==> config.mk <==
export PLATFORM = sky130hd
export DESIGN_NAME = http_byte_range_parser_flat
export DESIGN_NICKNAME = d
export VERILOG_FILES = /design/src/hdl/hbr_pkg.sv /design/src/hdl/hbr_if.sv /design/src/hdl/hbr_scan.sv /design/src/hdl/hbr_eval.sv /design/src/hdl/http_byte_range_parser.sv /design/src/flat_wrapper.sv
export SDC_FILE = /design/constraint.sdc
export NUM_CORES = 2
export LEC_CHECK = 0
export ABC_CLOCK_PERIOD_IN_PS = 8300
export BUFFER_PORTS_ARGS = -buffer_cell sky130_fd_sc_hd__buf_4
export CAP_MARGIN = 10
export CORE_MARGIN = 5
export CORE_UTILIZATION = 39
export CTS_CLUSTER_DIAMETER = 200
export DETAILED_ROUTE_END_ITERATION = 12
export PLACE_DENSITY = 0.63
export SLEW_MARGIN = 0
export SYNTH_ARGS = -nofsm -noshare
export SYNTH_HDL_FRONTEND = slang
export SYNTH_HIERARCHICAL = 1
export SYNTH_SLANG_ARGS = --single-unit
==> constraint.sdc <==
create_clock -name clk_i -period 8.3 [get_ports clk_i]
set_clock_uncertainty 0.2 [all_clocks]
set_input_delay 0.415 -clock clk_i [delete_from_list [all_inputs] [get_ports clk_i]]
set_output_delay 0.415 -clock clk_i [all_outputs]
set_load 0.02 [all_outputs]
==> src/hdl/hbr_pkg.sv <==
// Package for the HTTP byte-range parser: sizes, character codes,
// the scan phase type and the flag group passed from scanner to evaluator.
// No dependencies.
`timescale 1ns / 1ps

package hbr_pkg;

  localparam int unsigned DATA_W       = 64;
  localparam int unsigned OFFSET_W_DEF = 64;
  localparam int unsigned CHAR_W       = 8;
  localparam int unsigned POS_W        = 3;

  localparam logic [POS_W-1:0]  PREFIX_LEN = 3'd6;
  localparam logic [CHAR_W-1:0] CHAR_COMMA = 8'h2C;
  localparam logic [CHAR_W-1:0] CHAR_DASH  = 8'h2D;
  localparam logic [CHAR_W-1:0] CHAR_ZERO  = 8'h30;
  localparam logic [CHAR_W-1:0] CHAR_NINE  = 8'h39;

  typedef enum logic [1:0] {
    PH_PREFIX = 2'd0,
    PH_FIRST  = 2'd1,
    PH_LAST   = 2'd2
  } phase_e;

  // Final parse status of one header, handed to the range evaluator.
  typedef struct packed {
    logic malformed;
    logic in_last;
    logic first_has;
    logic last_has;
  } scan_flags_t;

  // Expected character at each position of the "bytes=" prefix.
  function automatic logic [CHAR_W-1:0] prefix_char(input logic [POS_W-1:0] pos);
    logic [CHAR_W-1:0] c;
    case (pos)
      3'd0:    c = 8'h62;
      3'd1:    c = 8'h79;
      3'd2:    c = 8'h74;
      3'd3:    c = 8'h65;
      3'd4:    c = 8'h73;
      3'd5:    c = 8'h3D;
      default: c = 8'h00;
    endcase
    return c;
  endfunction

endpackage

==> src/hdl/hbr_if.sv <==
// Valid/ready channel interfaces for header characters and range results.
// Depends on hbr_pkg for the field widths.
`timescale 1ns / 1ps

interface hbr_in_if import hbr_pkg::*; ();
  logic              valid;
  logic              ready;
  logic [CHAR_W-1:0] header_char;
  logic [DATA_W-1:0] resource_size;
  logic              end_of_header;

  modport source (output valid, header_char, resource_size, end_of_header, input ready);
  modport sink   (input valid, header_char, resource_size, end_of_header, output ready);
endinterface

interface hbr_out_if import hbr_pkg::*; ();
  logic              valid;
  logic              ready;
  logic              range_ok;
  logic [DATA_W-1:0] first_byte;
  logic [DATA_W-1:0] last_byte;

  modport source (output valid, range_ok, first_byte, last_byte, input ready);
  modport sink   (input valid, range_ok, first_byte, last_byte, output ready);
endinterface

==> src/hdl/hbr_scan.sv <==
// Character scanner: matches the prefix, accumulates both decimal numbers
// and snapshots the final parse state on the last character. Uses hbr_pkg.
`timescale 1ns / 1ps

module hbr_scan import hbr_pkg::*; #(
  parameter int unsigned OFFSET_WIDTH = OFFSET_W_DEF
) (
  input  logic                    clk_i,
  input  logic                    rst_ni,
  input  logic                    adv_i,
  input  logic                    beat_valid_i,
  input  logic [CHAR_W-1:0]       beat_char_i,
  input  logic                    beat_eoh_i,
  input  logic [OFFSET_WIDTH-1:0] beat_size_i,
  output logic                    snap_valid_o,
  output scan_flags_t             snap_flags_o,
  output logic [OFFSET_WIDTH-1:0] snap_first_o,
  output logic [OFFSET_WIDTH-1:0] snap_last_o,
  output logic [OFFSET_WIDTH-1:0] snap_size_o
);

  localparam int unsigned ACC_W = OFFSET_WIDTH + 4;

  phase_e                  phase_q, phase_d;
  logic [POS_W-1:0]        pos_q, pos_d;
  logic [OFFSET_WIDTH-1:0] first_q, first_d;
  logic [OFFSET_WIDTH-1:0] last_q, last_d;
  logic                    first_has_q, first_has_d;
  logic                    last_has_q, last_has_d;
  logic                    bad_q, bad_d;

  logic                    snap_valid_q;
  scan_flags_t             snap_flags_q;
  logic [OFFSET_WIDTH-1:0] snap_first_q, snap_last_q, snap_size_q;

  logic                    is_digit;
  logic [OFFSET_WIDTH-1:0] acc_sel;
  logic [ACC_W-1:0]        acc_ext;
  logic [ACC_W-1:0]        acc_next;
  logic                    acc_fits;

  assign is_digit = beat_char_i inside {[CHAR_ZERO:CHAR_NINE]};
  assign acc_sel  = (phase_q == PH_FIRST) ? first_q : last_q;
  assign acc_ext  = ACC_W'(acc_sel);
  // acc*10 + digit; it fits when nothing spills above the offset width.
  assign acc_next = (acc_ext << 3) + (acc_ext << 1) + ACC_W'(beat_char_i[3:0]);
  assign acc_fits = (acc_next[ACC_W-1:OFFSET_WIDTH] == '0);

  always_comb begin
    phase_d     = phase_q;
    pos_d       = pos_q;
    first_d     = first_q;
    last_d      = last_q;
    first_has_d = first_has_q;
    last_has_d  = last_has_q;
    bad_d       = bad_q;
    if (!bad_q) begin
      if (beat_char_i == CHAR_COMMA) begin
        bad_d = 1'b1;
      end else begin
        case (phase_q)
          PH_PREFIX: begin
            if (pos_q < PREFIX_LEN && beat_char_i == prefix_char(pos_q)) begin
              pos_d = pos_q + 3'd1;
              if (pos_d == PREFIX_LEN) begin
                phase_d = PH_FIRST;
              end
            end else begin
              bad_d = 1'b1;
            end
          end
          PH_FIRST: begin
            if (beat_char_i == CHAR_DASH) begin
              phase_d = PH_LAST;
            end else if (is_digit && acc_fits) begin
              first_d     = acc_next[OFFSET_WIDTH-1:0];
              first_has_d = 1'b1;
            end else begin
              bad_d = 1'b1;
            end
          end
          PH_LAST: begin
            if (is_digit && acc_fits) begin
              last_d     = acc_next[OFFSET_WIDTH-1:0];
              last_has_d = 1'b1;
            end else begin
              bad_d = 1'b1;
            end
          end
          default: bad_d = 1'b1;
        endcase
      end
    end
  end

  always_ff @(posedge clk_i or negedge rst_ni) begin
    if (!rst_ni) begin
      phase_q     <= PH_PREFIX;
      pos_q       <= '0;
      first_q     <= '0;
      last_q      <= '0;
      first_has_q <= 1'b0;
      last_has_q  <= 1'b0;
      bad_q       <= 1'b0;
    end else if (adv_i && beat_valid_i) begin
      if (beat_eoh_i) begin
        // The header is complete; the next beat starts a fresh one.
        phase_q     <= PH_PREFIX;
        pos_q       <= '0;
        first_q     <= '0;
        last_q      <= '0;
        first_has_q <= 1'b0;
        last_has_q  <= 1'b0;
        bad_q       <= 1'b0;
      end else begin
        phase_q     <= phase_d;
        pos_q       <= pos_d;
        first_q     <= first_d;
        last_q      <= last_d;
        first_has_q <= first_has_d;
        last_has_q  <= last_has_d;
        bad_q       <= bad_d;
      end
    end
  end

  always_ff @(posedge clk_i or negedge rst_ni) begin
    if (!rst_ni) begin
      snap_valid_q <= 1'b0;
    end else if (adv_i) begin
      snap_valid_q <= beat_valid_i && beat_eoh_i;
    end
  end

  always_ff @(posedge clk_i) begin
    if (adv_i) begin
      snap_flags_q.malformed <= bad_d;
      snap_flags_q.in_last   <= (phase_d == PH_LAST);
      snap_flags_q.first_has <= first_has_d;
      snap_flags_q.last_has  <= last_has_d;
      snap_first_q           <= first_d;
      snap_last_q            <= last_d;
      snap_size_q            <= beat_size_i;
    end
  end

  assign snap_valid_o = snap_valid_q;
  assign snap_flags_o = snap_flags_q;
  assign snap_first_o = snap_first_q;
  assign snap_last_o  = snap_last_q;
  assign snap_size_o  = snap_size_q;

endmodule

==> src/hdl/hbr_eval.sv <==
// Range evaluator: turns the parsed numbers and the resource size into a
// checked, clamped byte range. Uses hbr_pkg for the flag struct.
`timescale 1ns / 1ps

module hbr_eval import hbr_pkg::*; #(
  parameter int unsigned OFFSET_WIDTH = OFFSET_W_DEF
) (
  input  scan_flags_t             flags_i,
  input  logic [OFFSET_WIDTH-1:0] first_i,
  input  logic [OFFSET_WIDTH-1:0] last_i,
  input  logic [OFFSET_WIDTH-1:0] size_i,
  output logic                    ok_o,
  output logic [OFFSET_WIDTH-1:0] start_o,
  output logic [OFFSET_WIDTH-1:0] end_o
);

  logic [OFFSET_WIDTH-1:0] size_m1;
  logic [OFFSET_WIDTH-1:0] suffix_len;
  logic [OFFSET_WIDTH-1:0] s, e;
  logic                    fail;

  assign size_m1    = size_i - OFFSET_WIDTH'(1);
  // A suffix longer than the resource covers the whole resource.
  assign suffix_len = (last_i < size_i) ? last_i : size_i;

  always_comb begin
    fail = flags_i.malformed || !flags_i.in_last || (size_i == '0);
    if (!flags_i.first_has) begin
      if (!flags_i.last_has || last_i == '0) begin
        fail = 1'b1;
      end
      s = size_i - suffix_len;
      e = size_m1;
    end else begin
      s = first_i;
      e = flags_i.last_has ? last_i : size_m1;
    end
    if (s > e || s >= size_i) begin
      fail = 1'b1;
    end
    ok_o    = !fail;
    start_o = fail ? '0 : s;
    end_o   = fail ? '0 : ((e > size_m1) ? size_m1 : e);
  end

endmodule

==> src/hdl/http_byte_range_parser.sv <==
// HTTP Range header parser, one character per beat, one result per header.
// The last character's beat passes the input register, scanner snapshot
// and output register to its result beat. Throughput: one character per
// cycle unless the sink stalls; they and the scanner state advance together.
// Reset (rst_ni low, asynchronous) clears the parse state and all valids.
// Depends on hbr_pkg, hbr_if, hbr_scan and hbr_eval.
`timescale 1ns / 1ps

module http_byte_range_parser import hbr_pkg::*; #(
  parameter int unsigned OFFSET_WIDTH = OFFSET_W_DEF
) (
  input  logic      clk_i,
  input  logic      rst_ni,
  hbr_in_if.sink    in_i,
  hbr_out_if.source out_o
);

  logic                    adv;
  logic                    s1_valid_q;
  logic [CHAR_W-1:0]       s1_char_q;
  logic                    s1_eoh_q;
  logic [OFFSET_WIDTH-1:0] s1_size_q;

  logic                    snap_valid;
  scan_flags_t             snap_flags;
  logic [OFFSET_WIDTH-1:0] snap_first, snap_last, snap_size;

  logic                    ev_ok;
  logic [OFFSET_WIDTH-1:0] ev_start, ev_end;

  logic                    out_valid_q;
  logic                    out_ok_q;
  logic [OFFSET_WIDTH-1:0] out_first_q, out_last_q;

  // The whole pipeline moves whenever the output register is free or drained.
  assign adv        = !out_valid_q || out_o.ready;
  assign in_i.ready = adv;

  always_ff @(posedge clk_i or negedge rst_ni) begin
    if (!rst_ni) begin
      s1_valid_q  <= 1'b0;
      out_valid_q <= 1'b0;
    end else if (adv) begin
      s1_valid_q  <= in_i.valid;
      out_valid_q <= snap_valid;
    end
  end

  always_ff @(posedge clk_i) begin
    if (adv) begin
      s1_char_q   <= in_i.header_char;
      s1_eoh_q    <= in_i.end_of_header;
      s1_size_q   <= in_i.resource_size[OFFSET_WIDTH-1:0];
      out_ok_q    <= ev_ok;
      out_first_q <= ev_start;
      out_last_q  <= ev_end;
    end
  end

  hbr_scan #(
    .OFFSET_WIDTH (OFFSET_WIDTH)
  ) u_scan (
    .clk_i        (clk_i),
    .rst_ni       (rst_ni),
    .adv_i        (adv),
    .beat_valid_i (s1_valid_q),
    .beat_char_i  (s1_char_q),
    .beat_eoh_i   (s1_eoh_q),
    .beat_size_i  (s1_size_q),
    .snap_valid_o (snap_valid),
    .snap_flags_o (snap_flags),
    .snap_first_o (snap_first),
    .snap_last_o  (snap_last),
    .snap_size_o  (snap_size)
  );

  hbr_eval #(
    .OFFSET_WIDTH (OFFSET_WIDTH)
  ) u_eval (
    .flags_i (snap_flags),
    .first_i (snap_first),
    .last_i  (snap_last),
    .size_i  (snap_size),
    .ok_o    (ev_ok),
    .start_o (ev_start),
    .end_o   (ev_end)
  );

  assign out_o.valid      = out_valid_q;
  assign out_o.range_ok   = out_ok_q;
  assign out_o.first_byte = DATA_W'(out_first_q);
  assign out_o.last_byte  = DATA_W'(out_last_q);

  // A rejected header reports an all-zero range.
  a_reject_zero : assert property (@(posedge clk_i) disable iff (!rst_ni)
    (out_valid_q && !out_ok_q) |-> (out_first_q == '0 && out_last_q == '0))
    else $error("rejected range carries nonzero offsets");

  // An accepted range is never inverted.
  a_ok_ordered : assert property (@(posedge clk_i) disable iff (!rst_ni)
    (out_valid_q && out_ok_q) |-> (out_first_q <= out_last_q))
    else $error("accepted range has first byte past last byte");

  // A result waiting on the sink keeps its beat and the pipeline frozen.
  a_stall_hold : assert property (@(posedge clk_i) disable iff (!rst_ni)
    (out_valid_q && !out_o.ready) |=> (out_valid_q && $stable(out_last_q)
      && $stable(s1_valid_q)))
    else $error("pipeline moved while the result was stalled");

endmodule
==> src/flat_wrapper.sv <==
// flat-port wrapper written by rule: the top's interface ports become plain ports
module http_byte_range_parser_flat import hbr_pkg::*;
#(
  parameter int unsigned OFFSET_WIDTH = OFFSET_W_DEF
)
  (clk_i, rst_ni, in_i_valid, in_i_header_char, in_i_resource_size, in_i_end_of_header, in_i_ready, out_o_valid, out_o_range_ok, out_o_first_byte, out_o_last_byte, out_o_ready);
  hbr_in_if in_i_i ();
  hbr_out_if out_o_i ();
  input  logic clk_i;
  input  logic rst_ni;
  input wire logic [$bits(in_i_i.valid)-1:0] in_i_valid;
  input wire logic [$bits(in_i_i.header_char)-1:0] in_i_header_char;
  input wire logic [$bits(in_i_i.resource_size)-1:0] in_i_resource_size;
  input wire logic [$bits(in_i_i.end_of_header)-1:0] in_i_end_of_header;
  output wire logic [$bits(in_i_i.ready)-1:0] in_i_ready;
  output wire logic [$bits(out_o_i.valid)-1:0] out_o_valid;
  output wire logic [$bits(out_o_i.range_ok)-1:0] out_o_range_ok;
  output wire logic [$bits(out_o_i.first_byte)-1:0] out_o_first_byte;
  output wire logic [$bits(out_o_i.last_byte)-1:0] out_o_last_byte;
  input wire logic [$bits(out_o_i.ready)-1:0] out_o_ready;
  assign in_i_i.valid = in_i_valid;
  assign in_i_i.header_char = in_i_header_char;
  assign in_i_i.resource_size = in_i_resource_size;
  assign in_i_i.end_of_header = in_i_end_of_header;
  assign in_i_ready = in_i_i.ready;
  assign out_o_valid = out_o_i.valid;
  assign out_o_range_ok = out_o_i.range_ok;
  assign out_o_first_byte = out_o_i.first_byte;
  assign out_o_last_byte = out_o_i.last_byte;
  assign out_o_i.ready = out_o_ready;
  http_byte_range_parser #(.OFFSET_WIDTH(OFFSET_WIDTH)) u_core (.clk_i(clk_i), .rst_ni(rst_ni), .in_i(in_i_i), .out_o(out_o_i));
endmodule
After elaboration in Yosys (flattened, before gate mapping)
Cells that the tools add are included.
Storage, ports and cells
  bits in registers: 537
  input port bits: 77
  output and inout bits: 131
  logic and storage cells: 125
Cells by class
  add/subtract/negate cells: 5
  $lt $le $gt $ge: 7
  equal/unequal tests: 14
  muxes and demuxes: 54
  reduce and logical (&&, ||, !) cells: 22
Operators with widths (number)
  $mux 64: 17
  $gt 64x64->1: 2
  $logic_not 64->1: 2
  $add 67x65->68: 1
  $add 68x4->68: 1
  $ge 64x64->1: 1
  $lt 64x64->1: 1
  $sub 64x1->64 const B: 1
  $sub 64x64->64: 1
  $pmux 7 s6: 1
  $mux 8: 3
  $mux 1: 20
  $eq 8x6->1 const B: 2
  $mux 3: 5
  $mux 2: 6
  $eq 3x3->1 const B: 3
  $eq 8x8->1: 1
  $ge 8x6->1 const B: 1
  $le 8x6->1 const B: 1
  $eq 3x2->1 const B: 2
  $logic_and 1x1->1: 5
  $logic_or 1x1->1: 5
  $reduce_and 5->1: 1
  $eq 2x2->1 const B: 2
  12 further kinds: 17

Longest topological paths before layout
  word-level depth: 12
  mapped depth: 36
  depth with buffers taken out: 32

Modules after synthesis
The synthesis kept the hierarchy.
Modules (own cells, without submodules)
  hbr_scan: times used 1, cells each 1762, area each 18273.8 um2, sequential area each 9313.9 um2
  hbr_eval: times used 1, cells each 2128, area each 14480.1 um2, sequential area each 0.0 um2
  http_byte_range_parser: times used 1, cells each 207, area each 6152.2 um2, sequential area each 6115.9 um2

Least setup slack after synthesis
OpenSTA, ideal clock, no wires.
  kind: register to register
  start point: reg u_core.u_scan.snap_size_q[45] (netlist: u_core/u_scan/snap_size_o[45])
  end point: reg u_core.out_last_q[50] (netlist: u_core/out_o.last_byte[50]), data pin
  setup time: 0.167 ns
  arrival: 7.106 ns
  required time: 7.933 ns
  path slack: 0.827 ns
  stages on the path, launching flop included: 33
  path buffers: 4
  period minus slack after synthesis: 7.473 ns
  cells stage by stage: edfxtp_1 -> inv_1 -> ha_1 -> nand4_1 -> nor4_1 -> inv_1 -> or3_1 -> o22ai_1 -> o31ai_1 -> nand2b_1 -> clkbuf_1 -> mux2_2 -> ha_1 -> fa_1 -> nor2b_1 -> o2111a_1 -> o21ai_1 -> o31ai_2 -> o21ai_1 -> a211o_1 -> and3_1 -> o41ai_1 -> ha_1 -> nand4_1 -> nor4_1 -> nand3_1 -> or3_1 -> o21a_1 -> or3_1 -> buf_2 -> buf_2 -> buf_2 -> a211oi_1
On the way
  word-level cells in the longest chain between the ends: 7
  elaborated cells on any way between the ends: 17
  those cells by class: 2 x add/sub; 4 x order compare; 8 x mux; 3 x reduce/logical
RTL lines
  from (decl): line hbr_scan.sv:34  | logic [OFFSET_WIDTH-1:0] snap_first_q, snap_last_q, snap_size_q;
  from (signal assigned): line hbr_scan.sv:143  | snap_size_q <= beat_size_i;
  $lt 64x64->1: line hbr_eval.sv:24  | assign suffix_len = (last_i < size_i) ? last_i : size_i;
  $mux 64: line hbr_eval.sv:24
  $sub 64x64->64: line hbr_eval.sv:32  | s = size_i - suffix_len;
  $mux 64: line hbr_eval.sv:28  | if (!flags_i.first_has) begin
  $gt 64x64->1 or $ge 64x64->1 (tied branches): line hbr_eval.sv:38  | if (s > e || s >= size_i) begin
  $logic_or 1x1->1: line hbr_eval.sv:38
  $mux 1: line hbr_eval.sv:38
  to (signal assigned): line http_byte_range_parser.sv:56  | out_last_q <= ev_end;
  to (decl): line http_byte_range_parser.sv:33  | logic [OFFSET_WIDTH-1:0] out_first_q, out_last_q;
Parallel ways exist; a longest one is shown, timed or not.
A chain may end at the register's enable or synchronous reset.

Final worst setup path
  start point: reg u_core.u_scan.snap_last_q[12] (netlist: u_core/u_scan/snap_last_o[12])
  end point: reg u_core.out_first_q[54] (netlist: u_core/out_o.first_byte[54]), data pin
On the way
  word-level cells in the longest chain between the ends: 7
  elaborated cells on any way between the ends: 14
  those cells by class: 1 x add/sub; 3 x order compare; 7 x mux; 3 x reduce/logical
RTL lines
  from (decl): line hbr_scan.sv:34
  from (signal assigned): line hbr_scan.sv:142  | snap_last_q <= last_d;
  $lt 64x64->1: line hbr_eval.sv:24
  $mux 64: line hbr_eval.sv:24
  $sub 64x64->64: line hbr_eval.sv:32
  $mux 64: line hbr_eval.sv:28
  $gt 64x64->1 or $ge 64x64->1 (tied branches): line hbr_eval.sv:38
  $logic_or 1x1->1: line hbr_eval.sv:38
  $mux 1: line hbr_eval.sv:38
  to (signal assigned): line http_byte_range_parser.sv:55  | out_first_q <= ev_start;
  to (decl): line http_byte_range_parser.sv:33
Parallel ways exist; a longest one is shown, timed or not.

==> impl_metrics.ini <==
[setup_path]
worstSetupEndpoint = u_core/out_o.first_byte[54]$_DFFE_PP_
start_kind = flip-flop
critPathMaxStageDelay_ns = 0.56
end_kind = flip-flop
reg2reg_from = u_core/u_scan/snap_last_o[12]$_DFFE_PP_
slowest_stage = or4_1
r2r_cells = 32
r2r_setup_slack_ns = 0.18
required_ns = 8.56
crit_top_cell = buf_4
r2r-end = u_core/out_o.first_byte[54]$_DFFE_PP_
startpoint = u_core/u_scan/snap_last_o[12]$_DFFE_PP_
path_class = reg2reg
crit_fanout = 11
worstPathArrival_ns = 8.38

[floorplanning]
die_area_mm2 = 0.106
die_x_um = 326
core_mm2 = 0.0987
die-height_um = 326
num_rows = 115
start_util_pct = 39.4
io_pins = 208

[power]
power_leakage_nw = 22.0
p_per_area_mw_per_mm2 = 269
p_total_mw = 13.3
vdd_ir_drop_max_mv = 0.157

[route]
wl_um = 132000
dr.first_iter.drc_count = 3302
drc = 0
num_vias = 34600
viasPerCell = 5.59
antenna_left = 0
first_pass_iters = 6
routedWlPerCell_um = 21.3

[synth]
synth_edf_count = 398
yosysMostFrequentCell = nand2_1
async_flop_share_pct = 25.9
synth.avg_cell_area_um2 = 9.50
synthTopCellsByCount = 512 x nand2_1, 453 x ha_1, 398 x edfxtp_1, 328 x a21oi_1, 298 x o21ai_0
yosys-top-cells-area = edfxtp_1 31%, ha_1 15%, dfrtp_1 8.9%
synthCells = 4097
synth_top_area_share_pct = 30.7
synth.distinct_cells = 96
syn-cell-area_mm2 = 0.0389
yosysWarnings = 6
ys_ff_latch = 537
synth_ff_type = edfxtp_1
synth_top_cell_by_area = edfxtp_1
ys_seq_area_share_pct = 39.7
syn_nets = 4630

[global_routing]
grt_pass1_vias = 32900
grt.overflow.total = 0
grt_util_all_layers_pct = 24.0
antenna_found_initial = 4
grt_pass1_wl_um = 200000
grt_max_degree = 181

[clock_tree]
clk_pin_slew_ns = 0.06
htree_levels = 3
clock-sinks = 537
cts-root-buf = clkbuf_16
clock_latency_ns = 0.65
cts_inserted_buffers = 66
cts_tree = yes
clock_path_buffers = 3

[cells_and_area]
multi_input_area_mm2 = 0.0225
regArea_mm2 = 0.0154
finalNonFillerCells = 6197
area_growth_syn_to_layout_pct = 26.6
layout-drive-gt1-share_pct = 22.9
fillers = 9089
nNetsFinal = 5389

[timing]
fin_crit_ns = 8.12
worst_pin_slew_ns = 1.20
finalHoldViolCount = 0
min_period_over_period_pct = 97.9
slew_violations = 0
relSlewSlack_pct = 19.5
setup_viol = 0
fmax_mhz = 123

[placement]
dp.cells = 5991
gp_congestion = 0.986
dpl.hpwl_um = 103000
portBuffers = 207

[run_status]
status = finished, final reports clean

[worst_hold_path]
hold_path_class = in2async

[job]
drv_cap = 0
-- flip-flops by register name, indices dropped and copies added (netlist names), 2 cells and up --
name / cells
u_core/u_scan/phase_q: 2
u_core/u_scan/first_q: 64
u_core/s1_size_q: 64
u_core/u_scan/snap_last_o: 64
u_core/u_scan/last_q: 64
u_core/u_scan/snap_size_o: 64
u_core/u_scan/snap_first_o: 64
u_core/u_scan/pos_q: 3
u_core/out_o.last_byte: 64
u_core/s1_char_q: 8
u_core/out_o.first_byte: 64
u_core/u_scan/snap_flags_o: 4
-- final cells by class --
| cell class | instances | area share, % |
|---|---|---|
| multi-input cells | 3190 | 45.6 |
| repair buffers | 882 | 14.2 |
| inverters | 179 | 1.36 |
| clock buffers | 79 | 3.47 |
| diodes | 1 | 0.00508 |
| well taps | 1287 | 3.27 |
| flip-flops and latches | 537 | 31.3 |
| clock inverters | 42 | 0.848 |
-- metrics by stage --
step | area [um2] | util [%] | worst slack [ns] | hold WS (ns) | setup TNS, ns
floorplan | 38900 | - | 0.827 | -0.0806 | 0
global placement | 45900 | 46.5 | -0.483 | 0.201 | -45.86
detailed placement | 45900 | 46.5 | -0.588 | 0.205 | -50.68
CTS | 48900 | 49.5 | 0.00107 | 0.218 | 0
global route | 49300 | 49.9 | -0.0337 | 0.221 | -0.389
finish | 49300 | 49.9 | 0.178 | 0.207 | 0
-- cell families (layout without fill, tap and decap cells) --
kind of cell,count (synthesis),in the layout,synth area share [%]
compound gates,1200,1200,19.1
simple gates,1225,1225,15.0
xor+xnor,170,170,3.85
other cells,0,1,0
mux,139,139,3.81
buf+inv,370,1182,3.94
flops,537,537,39.7
fa+ha+maj,456,456,14.7
-- worst max-delay path: cells and delay by family, from the launching register on --
kind	cells	cell delay (ns)
AO/OA/AOI/OAI	10	2.29
adder cells (fa/ha/maj)	3	0.71
buffers and inverters	6	0.87
flip-flops	1	0.47
multiplexers	1	0.37
AND/OR/NAND/NOR	12	3.00
-- cells in the final DEF (no fill, tap or decap), types with 18 or more instances in the layout --
master / instances
nor2_1: 247
dlygate4sd3_1: 75
a21oi_1: 311
o21bai_1: 25
inv_1: 175
a21o_1: 98
o21ai_0: 283
ha_1: 453
o211ai_1: 19
and2_1: 50
xor2_1: 51
or3_1: 18
nand2_1: 510
nand4_1: 110
nor4_1: 36
a21oi_2: 18
nand2b_1: 19
mux2i_1: 67
buf_4: 790
mux2_2: 66
edfxtp_1: 398
o311a_1: 18
nor2b_1: 24
a211oi_1: 72
o21ai_1: 134
xnor2_1: 116
dfrtp_1: 139
clkbuf_16: 66
nor3_1: 57
o21a_1: 46
nand3_1: 46
-- timing repair --
action	4_1_cts	5_1_grt
hold buffers	75	0
gates resized for setup	35	74
pin swaps	7	17
setup buffers	2	7
endpoints found under the hold margin	161	0
endpoints found under the setup margin	129	129
-- worst min-delay path by stage --
stage | from | endpoint | slack, ns | cells past startpoint
6_report | rst_ni | u_core/u_scan/first_q[0]$_DFFE_PN0P_ | 0.21 | 2
5_1_grt | u_core/s1_size_q[30]$_DFFE_PP_ | u_core/u_scan/snap_size_o[30]$_DFFE_PP_ | 0.22 | 0
4_1_cts | u_core/s1_size_q[3]$_DFFE_PP_ | u_core/u_scan/snap_size_o[3]$_DFFE_PP_ | 0.22 | 0
3_5_place_dp | u_core/s1_size_q[5]$_DFFE_PP_ | u_core/u_scan/snap_size_o[5]$_DFFE_PP_ | 0.20 | 0
3_3_place_gp | u_core/s1_size_q[7]$_DFFE_PP_ | u_core/u_scan/snap_size_o[7]$_DFFE_PP_ | 0.20 | 0
2_1_floorplan | rst_ni | u_core/out_o.valid$_DFFE_PN0P_ | -0.08 | 0
-- report_power, final --
part           total (mW)  internal [mW]  switching (mW)
registers            3.46           3.26           0.205
clock network        2.86           1.65            1.21
logic                6.95           3.11            3.83
-- metal layers --
layer | vias to the layer above | GRT usage (%) | wire length (um)
met5 | - | 0 | 0
met4 | 0 | 6.84 | 3780
met3 | 153 | 3.69 | 9290
met2 | 1207 | 35.1 | 54900
met1 | 16600 | 36.8 | 64300
li1 | 16700 | - | -
(Power assumes the default switching activity.)
